File: src/hdl/apu_rle_pkg.sv
package apu_rle_pkg;

    localparam int WAVE_BYTES = 16;
    localparam int WAVE_AW    = $clog2(WAVE_BYTES);
    localparam int CNT_W      = 24;
    localparam logic [CNT_W-1:0] CNT_MAX = 24'hFFFFFF;

    localparam logic [1:0] CMD_READ  = 2'd0;
    localparam logic [1:0] CMD_WRITE = 2'd1;
    localparam logic [1:0] CMD_TICK  = 2'd2;

    localparam logic [15:0] WAVE_BASE = 16'hFF30;

    // one classified item handed from the front to the back
    typedef struct packed {
        logic [1:0]  cmd;
        logic [15:0] addr;
        logic [7:0]  data;
        logic [15:0] cycles;
        logic        is_wave;
    } t_item;

    // result fields
    typedef struct packed {
        logic [10:0] sq2_freq_code;
        logic [1:0]  sq2_duty;
        logic [3:0]  sq2_level;
        logic        sq2_active;
        logic [10:0] sq1_freq_code;
        logic [1:0]  sq1_duty;
        logic [3:0]  sq1_level;
        logic        sq1_active;
        logic        bad_address;
        logic [7:0]  read_data;
    } t_result;

    localparam int ITEM_W = $bits(t_item);

    // 4b init*3b step/3b period; init if period 0; rising: init minus it
    function automatic logic [3:0] env_level(input logic [3:0] init, input logic [2:0] step,
                                             input logic [2:0] period, input logic rising);
        logic [6:0] prod;
        logic [6:0] q;
        logic [6:0] v;
        prod = 7'({3'd0, init} * {4'd0, step});
        q    = 7'd0;
        unique case (period)
            3'd0: q = {3'd0, init};
            3'd1: q = prod;
            3'd2: q = prod >> 1;
            3'd3: q = 7'((16'(prod) * 16'd43) >> 7);
            3'd4: q = prod >> 2;
            3'd5: q = 7'((16'(prod) * 16'd205) >> 10);
            3'd6: q = 7'((16'(prod) * 16'd171) >> 10);
            3'd7: q = 7'((16'(prod) * 16'd293) >> 11);
            default: q = 7'd0;
        endcase
        v = q;
        if (rising)
            v = (q > {3'd0, init}) ? 7'd0 : 7'({3'd0, init} - q);
        return (v > 7'd15) ? 4'hF : v[3:0];
    endfunction

endpackage

File: src/hdl/apu_rle_ram.sv
module apu_rle_ram #(
    parameter int WIDTH = 8,
    parameter int DEPTH = 16
) (
    input  logic                     i_clk,
    input  logic                     i_we,
    input  logic [$clog2(DEPTH)-1:0] i_waddr,
    input  logic [WIDTH-1:0]         i_wdata,
    input  logic [$clog2(DEPTH)-1:0] i_raddr,
    output logic [WIDTH-1:0]         o_rdata
);
    logic [WIDTH-1:0] r_mem [DEPTH];
    always_ff @(posedge i_clk) begin
        if (i_we)
            r_mem[i_waddr] <= i_wdata;
        o_rdata <= r_mem[i_raddr];
    end
endmodule

File: src/hdl/apu_rle_front.sv
module apu_rle_front (
    input  logic                 i_clk,
    input  logic                 i_rst_n,
    input  logic                 i_valid,
    output logic                 o_ready,
    input  logic [1:0]           i_cmd,
    input  logic [15:0]          i_addr,
    input  logic [7:0]           i_data,
    input  logic [15:0]          i_cycles,
    output logic                 o_valid,
    input  logic                 i_ready,
    output apu_rle_pkg::t_item   o_item
);
    // two-entry queue
    apu_rle_pkg::t_item r_q [2];
    logic [1:0] r_cnt;
    logic       r_rd;
    logic       r_wr;
    logic       w_push, w_pop;
    apu_rle_pkg::t_item w_in;

    always_comb begin
        w_in.cmd     = i_cmd;
        w_in.addr    = i_addr;
        w_in.data    = i_data;
        w_in.cycles  = i_cycles;
        w_in.is_wave = (i_addr >= apu_rle_pkg::WAVE_BASE) &&
                       (17'(i_addr) < 17'(apu_rle_pkg::WAVE_BASE) + 17'(apu_rle_pkg::WAVE_BYTES));
    end

    assign o_ready = (r_cnt != 2'd2);
    assign o_valid = (r_cnt != 2'd0);
    assign o_item  = r_q[r_rd];
    assign w_push  = i_valid && o_ready;
    assign w_pop   = o_valid && i_ready;

    always_ff @(posedge i_clk) begin
        if (!i_rst_n) begin
            r_cnt <= 2'd0;
            r_rd  <= 1'b0;
            r_wr  <= 1'b0;
        end else begin
            if (w_push) begin
                r_q[r_wr] <= w_in;
                r_wr      <= ~r_wr;
            end
            if (w_pop)
                r_rd <= ~r_rd;
            r_cnt <= 2'(r_cnt + {1'b0, w_push} - {1'b0, w_pop});
        end
    end
endmodule

File: src/hdl/apu_rle_back.sv
module apu_rle_back (
    input  logic                  i_clk,
    input  logic                  i_rst_n,
    input  logic                  i_valid,
    output logic                  o_ready,
    input  apu_rle_pkg::t_item    i_item,
    output logic                  o_valid,
    input  logic                  i_ready,
    output apu_rle_pkg::t_result  o_res
);
    localparam int CW = apu_rle_pkg::CNT_W;
    localparam logic [2:0] S_IDLE = 3'd0;
    localparam logic [2:0] S_EXEC = 3'd1;
    localparam logic [2:0] S_TICK = 3'd2;
    localparam logic [2:0] S_EVAL = 3'd3;
    localparam logic [2:0] S_OUT  = 3'd4;

    logic [2:0] r_state;
    apu_rle_pkg::t_item r_it;
    logic [1:0] r_ch;
    logic       r_ev0, r_ev1;
    logic       r_early1;
    logic       r_stop1_early;

    logic [6:0]  r_sweep;
    logic [1:0]  r_duty [2];
    logic [7:0]  r_len_set [4];
    logic [3:0]  r_env_init [4];
    logic        r_env_rise [4];
    logic [2:0]  r_env_per [4];
    logic [10:0] r_freq [4];
    logic [3:0]  r_noise;
    logic        r_len_en [4];
    logic        r_on [4];
    logic [CW-1:0] r_len_cnt [4];
    logic [CW-1:0] r_env_cnt [4];
    logic [2:0]  r_env_step [4];
    logic        r_wave_en;
    logic [2:0]  r_mvol [2];
    logic [7:0]  r_term;
    logic        r_sound_on;
    logic [3:0]  r_level [2];
    logic [7:0]  r_rd;
    logic        r_bad;
    logic        r_wave_rd;
    logic        r_wave_vld [apu_rle_pkg::WAVE_BYTES];

    // channel of a frequency-high register
    function automatic logic [1:0] freq_ch(input logic [15:0] a);
        logic [1:0] c;
        c = 2'd2;
        if (a == 16'hFF14) c = 2'd0;
        else if (a == 16'hFF19) c = 2'd1;
        return c;
    endfunction

    // channel of an envelope register
    function automatic logic [1:0] env_ch(input logic [15:0] a);
        logic [1:0] c;
        c = 2'd3;
        if (a == 16'hFF12) c = 2'd0;
        else if (a == 16'hFF17) c = 2'd1;
        return c;
    endfunction

    logic [7:0] w_wave_q;
    logic       w_wave_we;
    apu_rle_ram #(.WIDTH(8), .DEPTH(apu_rle_pkg::WAVE_BYTES)) u_wave (
        .i_clk  (i_clk),
        .i_we   (w_wave_we),
        .i_waddr(r_it.addr[apu_rle_pkg::WAVE_AW-1:0]),
        .i_wdata(r_it.data),
        .i_raddr(r_it.addr[apu_rle_pkg::WAVE_AW-1:0]),
        .o_rdata(w_wave_q)
    );
    assign w_wave_we = (r_state == S_EXEC) && r_it.is_wave && (r_it.cmd == apu_rle_pkg::CMD_WRITE);

    assign o_ready = (r_state == S_IDLE);
    assign o_valid = (r_state == S_OUT);

    always_comb begin
        o_res.read_data     = r_wave_rd ? w_wave_q : r_rd;
        o_res.bad_address   = r_bad;
        o_res.sq1_active    = r_on[0];
        o_res.sq1_level     = r_level[0];
        o_res.sq1_duty      = r_duty[0];
        o_res.sq1_freq_code = r_freq[0];
        o_res.sq2_active    = r_on[1];
        o_res.sq2_level     = r_level[1];
        o_res.sq2_duty      = r_duty[1];
        o_res.sq2_freq_code = r_freq[1];
    end

    // tick arithmetic for the channel in r_ch
    logic [CW:0]   w_lsum, w_esum;
    logic [CW-1:0] w_lsat, w_esat;
    logic [CW-1:0] w_span;
    logic          w_step;
    always_comb begin
        w_lsum = {1'b0, r_len_cnt[r_ch]} + (CW+1)'(r_it.cycles);
        w_esum = {1'b0, r_env_cnt[r_ch]} + (CW+1)'(r_it.cycles);
        w_lsat = (w_lsum > {1'b0, apu_rle_pkg::CNT_MAX}) ? apu_rle_pkg::CNT_MAX : w_lsum[CW-1:0];
        w_esat = (w_esum > {1'b0, apu_rle_pkg::CNT_MAX}) ? apu_rle_pkg::CNT_MAX : w_esum[CW-1:0];
        w_span = {5'd0, r_env_per[r_ch], 16'd0};
        w_step = (r_env_per[r_ch] != 3'd0) && (r_env_step[r_ch] != 3'd0) && (w_esat > w_span);
    end

    // square stop test and level
    logic       w_stop [2];
    logic [3:0] w_lvl [2];
    always_comb begin
        for (int c = 0; c < 2; c++) begin
            w_stop[c] = !r_sound_on || (r_len_en[c] &&
                ({3'd0, 7'(7'd64 - {1'b0, r_len_set[c][5:0]}), 14'd0} < r_len_cnt[c]));
            w_lvl[c]  = apu_rle_pkg::env_level(r_env_init[c], r_env_step[c],
                                               r_env_per[c], r_env_rise[c]);
        end
    end

    logic [3:0] w_envb [4];
    always_comb begin
        for (int c = 0; c < 4; c++)
            w_envb[c] = r_env_init[c];
    end

    always_ff @(posedge i_clk) begin
        if (!i_rst_n) begin
            r_state    <= S_IDLE;
            r_sweep    <= '0;
            r_noise    <= '0;
            r_wave_en  <= 1'b0;
            r_term     <= '0;
            r_sound_on <= 1'b0;
            r_ch       <= '0;
            r_ev0      <= 1'b0;
            r_ev1      <= 1'b0;
            r_early1   <= 1'b0;
            r_stop1_early <= 1'b0;
            r_wave_rd  <= 1'b0;
            r_rd       <= '0;
            r_bad      <= 1'b0;
            for (int c = 0; c < apu_rle_pkg::WAVE_BYTES; c++)
                r_wave_vld[c] <= 1'b0;
            for (int c = 0; c < 4; c++) begin
                r_len_set[c]  <= '0;
                r_env_init[c] <= '0;
                r_env_rise[c] <= 1'b0;
                r_env_per[c]  <= '0;
                r_freq[c]     <= '0;
                r_len_en[c]   <= 1'b0;
                r_on[c]       <= 1'b0;
                r_len_cnt[c]  <= '0;
                r_env_cnt[c]  <= '0;
                r_env_step[c] <= '0;
            end
            for (int c = 0; c < 2; c++) begin
                r_duty[c]  <= '0;
                r_mvol[c]  <= '0;
                r_level[c] <= '0;
            end
        end else begin
            unique case (r_state)
                S_IDLE: begin
                    if (i_valid) begin
                        r_it    <= i_item;
                        r_state <= S_EXEC;
                    end
                end
                S_EXEC: begin
                    r_rd      <= 8'd0;
                    r_bad     <= 1'b0;
                    r_wave_rd <= 1'b0;
                    r_ev0     <= 1'b0;
                    r_ev1     <= 1'b0;
                    r_early1  <= 1'b0;
                    r_ch      <= 2'd0;
                    r_state   <= S_EVAL;
                    if (r_it.cmd == apu_rle_pkg::CMD_READ) begin
                        unique case (r_it.addr)
                            16'hFF10: r_rd <= {1'b0, r_sweep};
                            16'hFF11: r_rd <= {r_duty[0], 6'd0};
                            16'hFF12: r_rd <= {w_envb[0], r_env_rise[0], r_env_per[0]};
                            16'hFF13, 16'hFF18, 16'hFF1D: r_rd <= 8'd0;
                            16'hFF14: r_rd <= {1'b0, r_len_en[0], 6'd0};
                            16'hFF16: r_rd <= {r_duty[1], 6'd0};
                            16'hFF17: r_rd <= {w_envb[1], r_env_rise[1], r_env_per[1]};
                            16'hFF19: r_rd <= {1'b0, r_len_en[1], 6'd0};
                            16'hFF1A: r_rd <= {r_wave_en, 7'd0};
                            16'hFF1B: r_rd <= r_len_set[2];
                            16'hFF1C: r_rd <= {r_env_init[2][2:0], 5'd0};
                            16'hFF1E: r_rd <= {1'b0, r_len_en[2], 6'd0};
                            16'hFF20: r_rd <= r_len_set[3];
                            16'hFF21: r_rd <= {w_envb[3], r_env_rise[3], r_env_per[3]};
                            16'hFF22: r_rd <= {r_freq[3][3:0], r_noise};
                            16'hFF23: r_rd <= {1'b0, r_len_en[3], 6'd0};
                            16'hFF24: r_rd <= {1'b0, r_mvol[1], 1'b0, r_mvol[0]};
                            16'hFF25: r_rd <= r_term;
                            16'hFF26: r_rd <= {r_sound_on, 3'd0, r_on[3], r_on[2], r_on[1], r_on[0]};
                            default: begin
                                // never-written wave bytes read as zero
                                if (r_it.is_wave)
                                    r_wave_rd <= r_wave_vld[r_it.addr[apu_rle_pkg::WAVE_AW-1:0]];
                                else r_bad <= 1'b1;
                            end
                        endcase
                    end else if (r_it.cmd == apu_rle_pkg::CMD_WRITE) begin
                        unique case (r_it.addr)
                            16'hFF10: begin r_sweep <= r_it.data[6:0]; r_ev0 <= 1'b1; end
                            16'hFF11, 16'hFF16: begin
                                r_duty[r_it.addr[2]]                <= r_it.data[7:6];
                                r_len_set[{1'b0, r_it.addr[2]}]     <= {2'd0, r_it.data[5:0]};
                                r_ev0 <= !r_it.addr[2];
                                r_ev1 <= r_it.addr[2];
                            end
                            16'hFF12, 16'hFF17, 16'hFF21: begin
                                r_env_init[env_ch(r_it.addr)] <= r_it.data[7:4];
                                r_env_rise[env_ch(r_it.addr)] <= r_it.data[3];
                                r_env_per[env_ch(r_it.addr)]  <= r_it.data[2:0];
                                r_env_step[env_ch(r_it.addr)] <= r_it.data[2:0];
                                r_env_cnt[env_ch(r_it.addr)]  <= '0;
                                r_ev0 <= (r_it.addr == 16'hFF12);
                                r_ev1 <= (r_it.addr == 16'hFF17);
                            end
                            16'hFF13: begin r_freq[0][7:0] <= r_it.data; r_ev0 <= 1'b1; end
                            16'hFF18: begin r_freq[1][7:0] <= r_it.data; r_ev1 <= 1'b1; end
                            16'hFF1D: r_freq[2][7:0] <= r_it.data;
                            16'hFF14, 16'hFF19, 16'hFF1E: begin
                                r_freq[freq_ch(r_it.addr)][10:8] <= r_it.data[2:0];
                                r_len_en[freq_ch(r_it.addr)]     <= r_it.data[6];
                                if (r_it.data[7]) begin
                                    r_len_cnt[freq_ch(r_it.addr)] <= '0;
                                    r_on[freq_ch(r_it.addr)]      <= 1'b1;
                                end
                                r_ev0 <= (r_it.addr == 16'hFF14);
                                r_ev1 <= (r_it.addr == 16'hFF19);
                            end
                            16'hFF1A: r_wave_en <= r_it.data[7];
                            16'hFF1B: r_len_set[2] <= r_it.data;
                            16'hFF1C: begin
                                r_env_init[2] <= {2'd0, r_it.data[6:5]};
                                r_env_cnt[2]  <= '0;
                                r_env_step[2] <= r_env_per[2];
                            end
                            16'hFF20: r_len_set[3] <= {2'd0, r_it.data[5:0]};
                            16'hFF22: begin
                                r_freq[3] <= {7'd0, r_it.data[7:4]};
                                r_noise   <= r_it.data[3:0];
                            end
                            16'hFF23: begin
                                r_len_en[3] <= r_it.data[6];
                                if (r_it.data[7]) begin
                                    r_len_cnt[3] <= '0;
                                    r_on[3]      <= 1'b1;
                                end
                            end
                            16'hFF24: begin
                                r_mvol[1] <= r_it.data[6:4];
                                r_mvol[0] <= r_it.data[2:0];
                                r_ev0 <= 1'b1; r_ev1 <= 1'b1;
                            end
                            16'hFF25: begin r_term <= r_it.data; r_ev0 <= 1'b1; r_ev1 <= 1'b1; end
                            16'hFF26: begin
                                r_sound_on <= r_it.data[7];
                                if (!r_it.data[7]) begin
                                    // sound off clears the register fields once
                                    r_sweep   <= '0;
                                    r_noise   <= '0;
                                    r_wave_en <= 1'b0;
                                    r_term    <= '0;
                                    for (int c = 0; c < 4; c++) begin
                                        r_len_set[c]  <= '0;
                                        r_env_init[c] <= '0;
                                        r_env_rise[c] <= 1'b0;
                                        r_env_per[c]  <= '0;
                                        r_env_step[c] <= '0;
                                        r_env_cnt[c]  <= '0;
                                        r_freq[c]     <= '0;
                                        r_len_en[c]   <= 1'b0;
                                    end
                                    for (int c = 0; c < 2; c++) begin
                                        r_duty[c] <= '0;
                                        r_mvol[c] <= '0;
                                    end
                                end
                                r_ev0 <= 1'b1; r_ev1 <= 1'b1;
                            end
                            16'hFF15, 16'hFF1F: ;
                            default: begin
                                if (!r_it.is_wave) r_bad <= 1'b1;
                                else r_wave_vld[r_it.addr[apu_rle_pkg::WAVE_AW-1:0]] <= 1'b1;
                            end
                        endcase
                    end else if (r_it.cmd == apu_rle_pkg::CMD_TICK) begin
                        r_state <= S_TICK;
                    end
                end
                S_TICK: begin
                    // one channel per cycle
                    r_len_cnt[r_ch] <= w_lsat;
                    r_env_cnt[r_ch] <= w_step ? (w_esat - w_span) : w_esat;
                    if (w_step) begin
                        r_env_step[r_ch] <= r_env_step[r_ch] - 3'd1;
                        r_ev0 <= 1'b1;
                        r_ev1 <= 1'b1;
                        // a step of channel 0 alone judges square 2 on its old length count
                        r_early1 <= (r_ch == 2'd0);
                        if (r_ch == 2'd0)
                            r_stop1_early <= w_stop[1];
                    end
                    r_ch <= r_ch + 2'd1;
                    if (r_ch == 2'd3)
                        r_state <= S_EVAL;
                end
                S_EVAL: begin
                    for (int c = 0; c < 2; c++) begin
                        if ((c == 0) ? r_ev0 : r_ev1) begin
                            if ((c == 1 && r_early1) ? r_stop1_early : w_stop[c]) begin
                                r_on[c]    <= 1'b0;
                                r_level[c] <= 4'd0;
                            end else begin
                                r_level[c] <= w_lvl[c];
                            end
                        end
                    end
                    r_state <= S_OUT;
                end
                S_OUT: begin
                    if (i_ready)
                        r_state <= S_IDLE;
                end
                default: r_state <= S_IDLE;
            endcase
        end
    end
endmodule

File: src/hdl/apu_register_length_envelope.sv
// channel  dir  tdata fields (low bit up)                         tuser
// s_axis   in   command, address, write_data, tick_cycles (42b)   -
// m_axis   out  read_data, bad_address, sq1 active/level/duty/freq,
//               sq2 active/level/duty/freq (45b, 3 fill bits)     -
// the back runs exec, eval and output (held until m_axis_tready) per item; a tick
// item adds the tick state, one channel per cycle through the shared counter adder
// reset is synchronous active low and clears all fields, counters and wave ram valid state
// a two-entry transfer queue lets the input side take up to two more
// transfers while a result waits on m_axis_tready
module apu_register_length_envelope (
    input  logic        i_clk,
    input  logic        i_rst_n,
    input  logic        s_axis_tvalid,
    output logic        s_axis_tready,
    input  logic [47:0] s_axis_tdata,   // command, address, write_data, tick_cycles
    output logic        m_axis_tvalid,
    input  logic        m_axis_tready,
    output logic [47:0] m_axis_tdata    // read_data, bad_address, sq1..., sq2..., zeros
);
    logic               w_qv, w_qr;
    apu_rle_pkg::t_item w_item;
    apu_rle_pkg::t_result w_res;

    apu_rle_front u_front (
        .i_clk   (i_clk),
        .i_rst_n (i_rst_n),
        .i_valid (s_axis_tvalid),
        .o_ready (s_axis_tready),
        .i_cmd   (s_axis_tdata[1:0]),
        .i_addr  (s_axis_tdata[17:2]),
        .i_data  (s_axis_tdata[25:18]),
        .i_cycles(s_axis_tdata[41:26]),
        .o_valid (w_qv),
        .i_ready (w_qr),
        .o_item  (w_item)
    );

    apu_rle_back u_back (
        .i_clk   (i_clk),
        .i_rst_n (i_rst_n),
        .i_valid (w_qv),
        .o_ready (w_qr),
        .i_item  (w_item),
        .o_valid (m_axis_tvalid),
        .i_ready (m_axis_tready),
        .o_res   (w_res)
    );

    // result fields packed from bit 0, three zero fill bits on top
    assign m_axis_tdata = {3'd0, w_res};
endmodule
File: config.mk
export PLATFORM = sky130hd
export DESIGN_NAME = apu_register_length_envelope
export DESIGN_NICKNAME = d
export VERILOG_FILES = /design/src/hdl/apu_rle_pkg.sv /design/src/hdl/apu_rle_ram.sv /design/src/hdl/apu_rle_front.sv /design/src/hdl/apu_rle_back.sv /design/src/hdl/apu_register_length_envelope.sv
export SDC_FILE = /design/constraint.sdc
export NUM_CORES = 1
export LEC_CHECK = 0
export ABC_AREA = 0
export BUFFER_PORTS_ARGS = -buffer_cell sky130_fd_sc_hd__buf_2
export CORE_UTILIZATION = 35
export DETAILED_ROUTE_END_ITERATION = 10
export GPL_ROUTABILITY_DRIVEN = 0
export SYNTH_ARGS = -nofsm -noshare
export SYNTH_HDL_FRONTEND = slang
export SYNTH_SLANG_ARGS = --single-unit
File: constraint.sdc
create_clock -name i_clk -period 8.1 [get_ports i_clk]
set_input_delay 1.215 -clock i_clk [delete_from_list [all_inputs] [get_ports i_clk]]
set_output_delay 1.215 -clock i_clk [all_outputs]
set_load 0.02 [all_outputs]
==> out/results.tsv <==
metric	value	unit
status	finished, final reports clean	
Clock Sinks	639	
Synth Register Bits	639	
Net count, final	3578	
Final Critical Period	7660	ps
Data arrival, critical path	7990	ps
Area Growth Syn to Fin	13.2	%
Fmax achieved	0.130	GHz
initial antenna violation count	0	
number of synthesized flops with an enable pin	560	
TritonCTS buffer count	72	
Clock Skew	34.5	ps
fillers	9837	
Remaining Overflow, GRT	0	
slew at the pin closest to its max-slew limit	1250	ps
n_diodes	0	
Crit Path Max Fanout	7	
Max Transition Viols Final	0	
crit-path most repeated cell	ha_1	
share of cells above drive strength 1	14.9	%
Setup Viol. Count Final	0	
Post-Syn Area	36500	µm²
WL/cell	20.3	µm
Final Cycle Share	94.6	%
Post-Syn Instances	3040	
Root Buffer	clkbuf_16	
Worst path slowest cell	edfxtp_1	
max-cap viol count	0	
row count	118	
r2r startpoint	u_back.r_env_init[0][2]	
first-pass GRT wire length	144000	µm
drt first pass iters	7	
Min-Delay Startpoint	u_back.r_rd[5]	
final antenna-violating net count	0	
worst r2r dst	u_back.r_level[0][3]	
CTS Hold Bufs	0	
pwr/cell area	249	nW/µm²
Hold EP	u_back.r_rd[5]	
ys async rst share	0	%
Int Power	0.00696	W
initial core utilization	35.3	%
hold depth	2	
Vias	24700	
Via density	5.38	
Setup crit start kind	flip-flop	
# IOs	102	
Top delay family on crit path	adder cells	
Core Util, Final	39.9	%
Clock Power Share	31.7	%
PortBufs	92	
CTS max path bufs	3	
Non-Filler Instances	4602	
Die ar.	106000	µm²
combinational power share	28.3	%
die height	325	µm
sequential share of power	40.0	%
dpl hpwl	65400	µm
Hold Path Class	reg -> reg	
Max VDD drop	0.000198	V
clock slew at reported path FFs	60	ps
Die W	325	µm
kind of critical path	reg -> reg	
syn_area_per_cell	12.0	µm²
DRC viols	0	
synth warn	0	
Net Sw Frac	32.5	%
sw power	0.00335	W
placed cell count	4469	
final wirelength	93400	µm
largest net degree at the start of global routing	53	
core area	103000	µm²
Yosys cell types	87	
Final Hold Slack	456	ps
CTS H-tree depth	3	
WP data required	8430	ps
Bufs and invs on worst path	3	
via count of the first global-routing pass	24700	
total track usage	17.5	%
register area share after synthesis	50.4	%
CP peak stage delay	560	ps
Iter 0 DRT Violations	2033	
latest clock arrival within the worst-skew pair	630	ps
crit path capture type	flip-flop	
TritonCTS clock tree	done	
leading register cell type out of synthesis	edfxtp_1	
reg2reg setup slack	440	ps
Hold Vio Cnt, Final	0	
Max transition margin	16.0	%
LEAKAGE	16.5	nW
R2R cell count	27	
[synth_stat cells, types with 18 or more instances]
| cell type | number | area, µm² |
|---|---|---|
| inv_1 | 200 | 751 |
| xnor2_1 | 39 | 342 |
| and3_1 | 67 | 419 |
| nand2b_1 | 31 | 194 |
| a31oi_1 | 20 | 125 |
| nand4_1 | 36 | 225 |
| mux4_2 | 98 | 2210 |
| and2_1 | 85 | 532 |
| o211ai_1 | 23 | 173 |
| o21ai_0 | 76 | 380 |
| nor2b_1 | 18 | 113 |
| dfxtp_1 | 79 | 1580 |
| mux2_2 | 54 | 608 |
| a22oi_1 | 47 | 353 |
| xor2_1 | 30 | 263 |
| ha_1 | 299 | 3740 |
| edfxtp_1 | 560 | 16800 |
| a22o_1 | 20 | 175 |
| mux2i_1 | 32 | 320 |
| nor3_1 | 65 | 325 |
| clkbuf_1 | 102 | 383 |
| nor2_1 | 328 | 1230 |
| nand3_1 | 56 | 280 |
| a21oi_1 | 129 | 646 |
| nand2_1 | 171 | 642 |
| a21o_1 | 49 | 368 |
| fa_1 | 61 | 1220 |
[power by group through the flow]
| stage | registers (W) | clock network, W | logic (W) |
|---|---|---|---|
| global route | 0.00415 | 0.00345 | 0.00325 |
| CTS | 0.00412 | 0.00334 | 0.00292 |
| global placement | 0.00418 | 0 | 0.00288 |
| finish | 0.00412 | 0.00327 | 0.00292 |
| floorplan | 0.00411 | 0 | 0.00215 |
| detailed placement | 0.00419 | 0 | 0.00290 |
[placed cells by master (no fill, tap or decap), types with 9 or more instances in the layout]
master / synthesis / routed
edfxtp_1: 560 / 560
nor2_1: 328 / 323
ha_1: 299 / 299
inv_1: 200 / 199
nand2_1: 171 / 170
a21oi_1: 129 / 126
mux4_2: 98 / 98
buf_2: 6 / 92
and2_1: 85 / 84
buf_4: 7 / 83
dfxtp_1: 79 / 76
o21ai_0: 76 / 74
clkbuf_16: 0 / 73
and3_1: 67 / 66
nor3_1: 65 / 63
fa_1: 61 / 61
nand3_1: 56 / 55
mux2_2: 54 / 54
a21o_1: 49 / 49
a22oi_1: 47 / 47
xnor2_1: 39 / 39
nand4_1: 36 / 36
mux2i_1: 32 / 32
nand2b_1: 31 / 31
xor2_1: 30 / 30
o211ai_1: 23 / 23
a22o_1: 20 / 20
a31oi_1: 20 / 19
nor2b_1: 18 / 18
clkbuf_1: 102 / 17
or3_1: 15 / 15
nor4_1: 14 / 14
clkinv_1: 2 / 12
o21a_1: 12 / 12
o31ai_1: 12 / 12
a211oi_1: 13 / 12
o22ai_1: 11 / 11
a221oi_1: 11 / 11
nor3b_1: 11 / 11
a211o_1: 9 / 9
[logic make-up (layout without fill, tap and decap cells)]
kind of cell / after synthesis / after routing / share of synthesized area (%)
AOI/OAI and AO/OA: 520 / 520 / 9.74
xor gates and xnor gates: 69 / 69 / 1.66
adders and majority gates: 360 / 360 / 13.6
buffers and inverters: 332 / 508 / 3.56
DFF: 639 / 639 / 50.4
muxes: 184 / 184 / 8.59
other: 1 / 7 / 0.0103
and+or+nand+nor: 935 / 935 / 12.4
[metal layers]
layer | share of wire, % | vias up | wire length (µm) | track usage [%]
li1 | - | 11600 | - | -
met5 | 0 | - | 0 | 0
met2 | 46 | 735 | 43000 | 28.1
met1 | 45 | 12200 | 42300 | 24.2
met4 | 2.4 | 0 | 2230 | 4.94
met3 | 6.3 | 153 | 5930 | 3.23
[cell type report]
class                      instances  area, µm²  share of cell area (%)
clock buffer                      94       1950                    4.71
multi-input combinational       2075      16900                    41.0
timing repair buffer             176       1100                    2.67
clock inverter                    36        440                    1.07
sequential                       639      18400                    44.6
tap                             1380       1730                    4.18
inverter                         202        758                    1.84
[registers in the layout, summed over array words and instances (netlist names), 12 cells and up, named ones only]
| name | flops |
|---|---|
| u_back.u_wave.r_mem | 128 |
| u_front.r_q | 86 |
| u_back.r_len_cnt | 96 |
| u_back.r_it | 43 |
| u_back.r_env_cnt | 96 |
| u_back.r_env_per | 12 |
| u_back.r_env_init | 15 |
| u_back.r_env_step | 12 |
| u_back.r_len_set | 26 |
| u_back.r_wave_vld | 16 |
| u_back.r_freq | 26 |
[what timing repair did]
item | 4_1_cts | 5_1_grt
resized for setup | 0 | 10
setup endpoints to repair | 0 | 7
buffers inserted | 0 | 3
[worst max-delay path by stage]
stage,from,endpoint,slack (ps),depth (start not counted)
global route,u_back.r_env_init[1][1],u_back.r_level[1][2],-60,30
CTS,u_back.r_env_init[1][1],u_back.r_level[1][2],180,32
detailed placement,u_back.r_env_init[1][1],u_back.r_level[1][2],200,32
global placement,u_back.r_env_init[1][1],u_back.r_level[1][1],330,32
floorplan,u_back.r_env_init[1][1],u_back.r_level[1][2],730,31
finish,u_back.r_env_init[0][2],u_back.r_level[0][3],440,27
[through the flow]
stage / setup TNS [ps] / power (W) / setup WS (ps) / cell area [µm²]
final: 0 / 0.0103 / 436 / 41300
after detailed placement: 0 / 0.00709 / 203 / 38900
after floorplan: 0 / 0.00626 / 732 / 36500
after global routing: -150 / 0.0108 / -58.9 / 41300
after global placement: 0 / 0.00706 / 329 / 38900
after CTS: 0 / 0.0104 / 181 / 41200
[worst min-delay path, delay by kind of cell (launching register included)]
family           cells  cell delay [ps]
AO/OA/AOI/OAI        1               50
flip-flops           1              310
AND/OR/NAND/NOR      1               50
(Power assumes the default switching activity.)
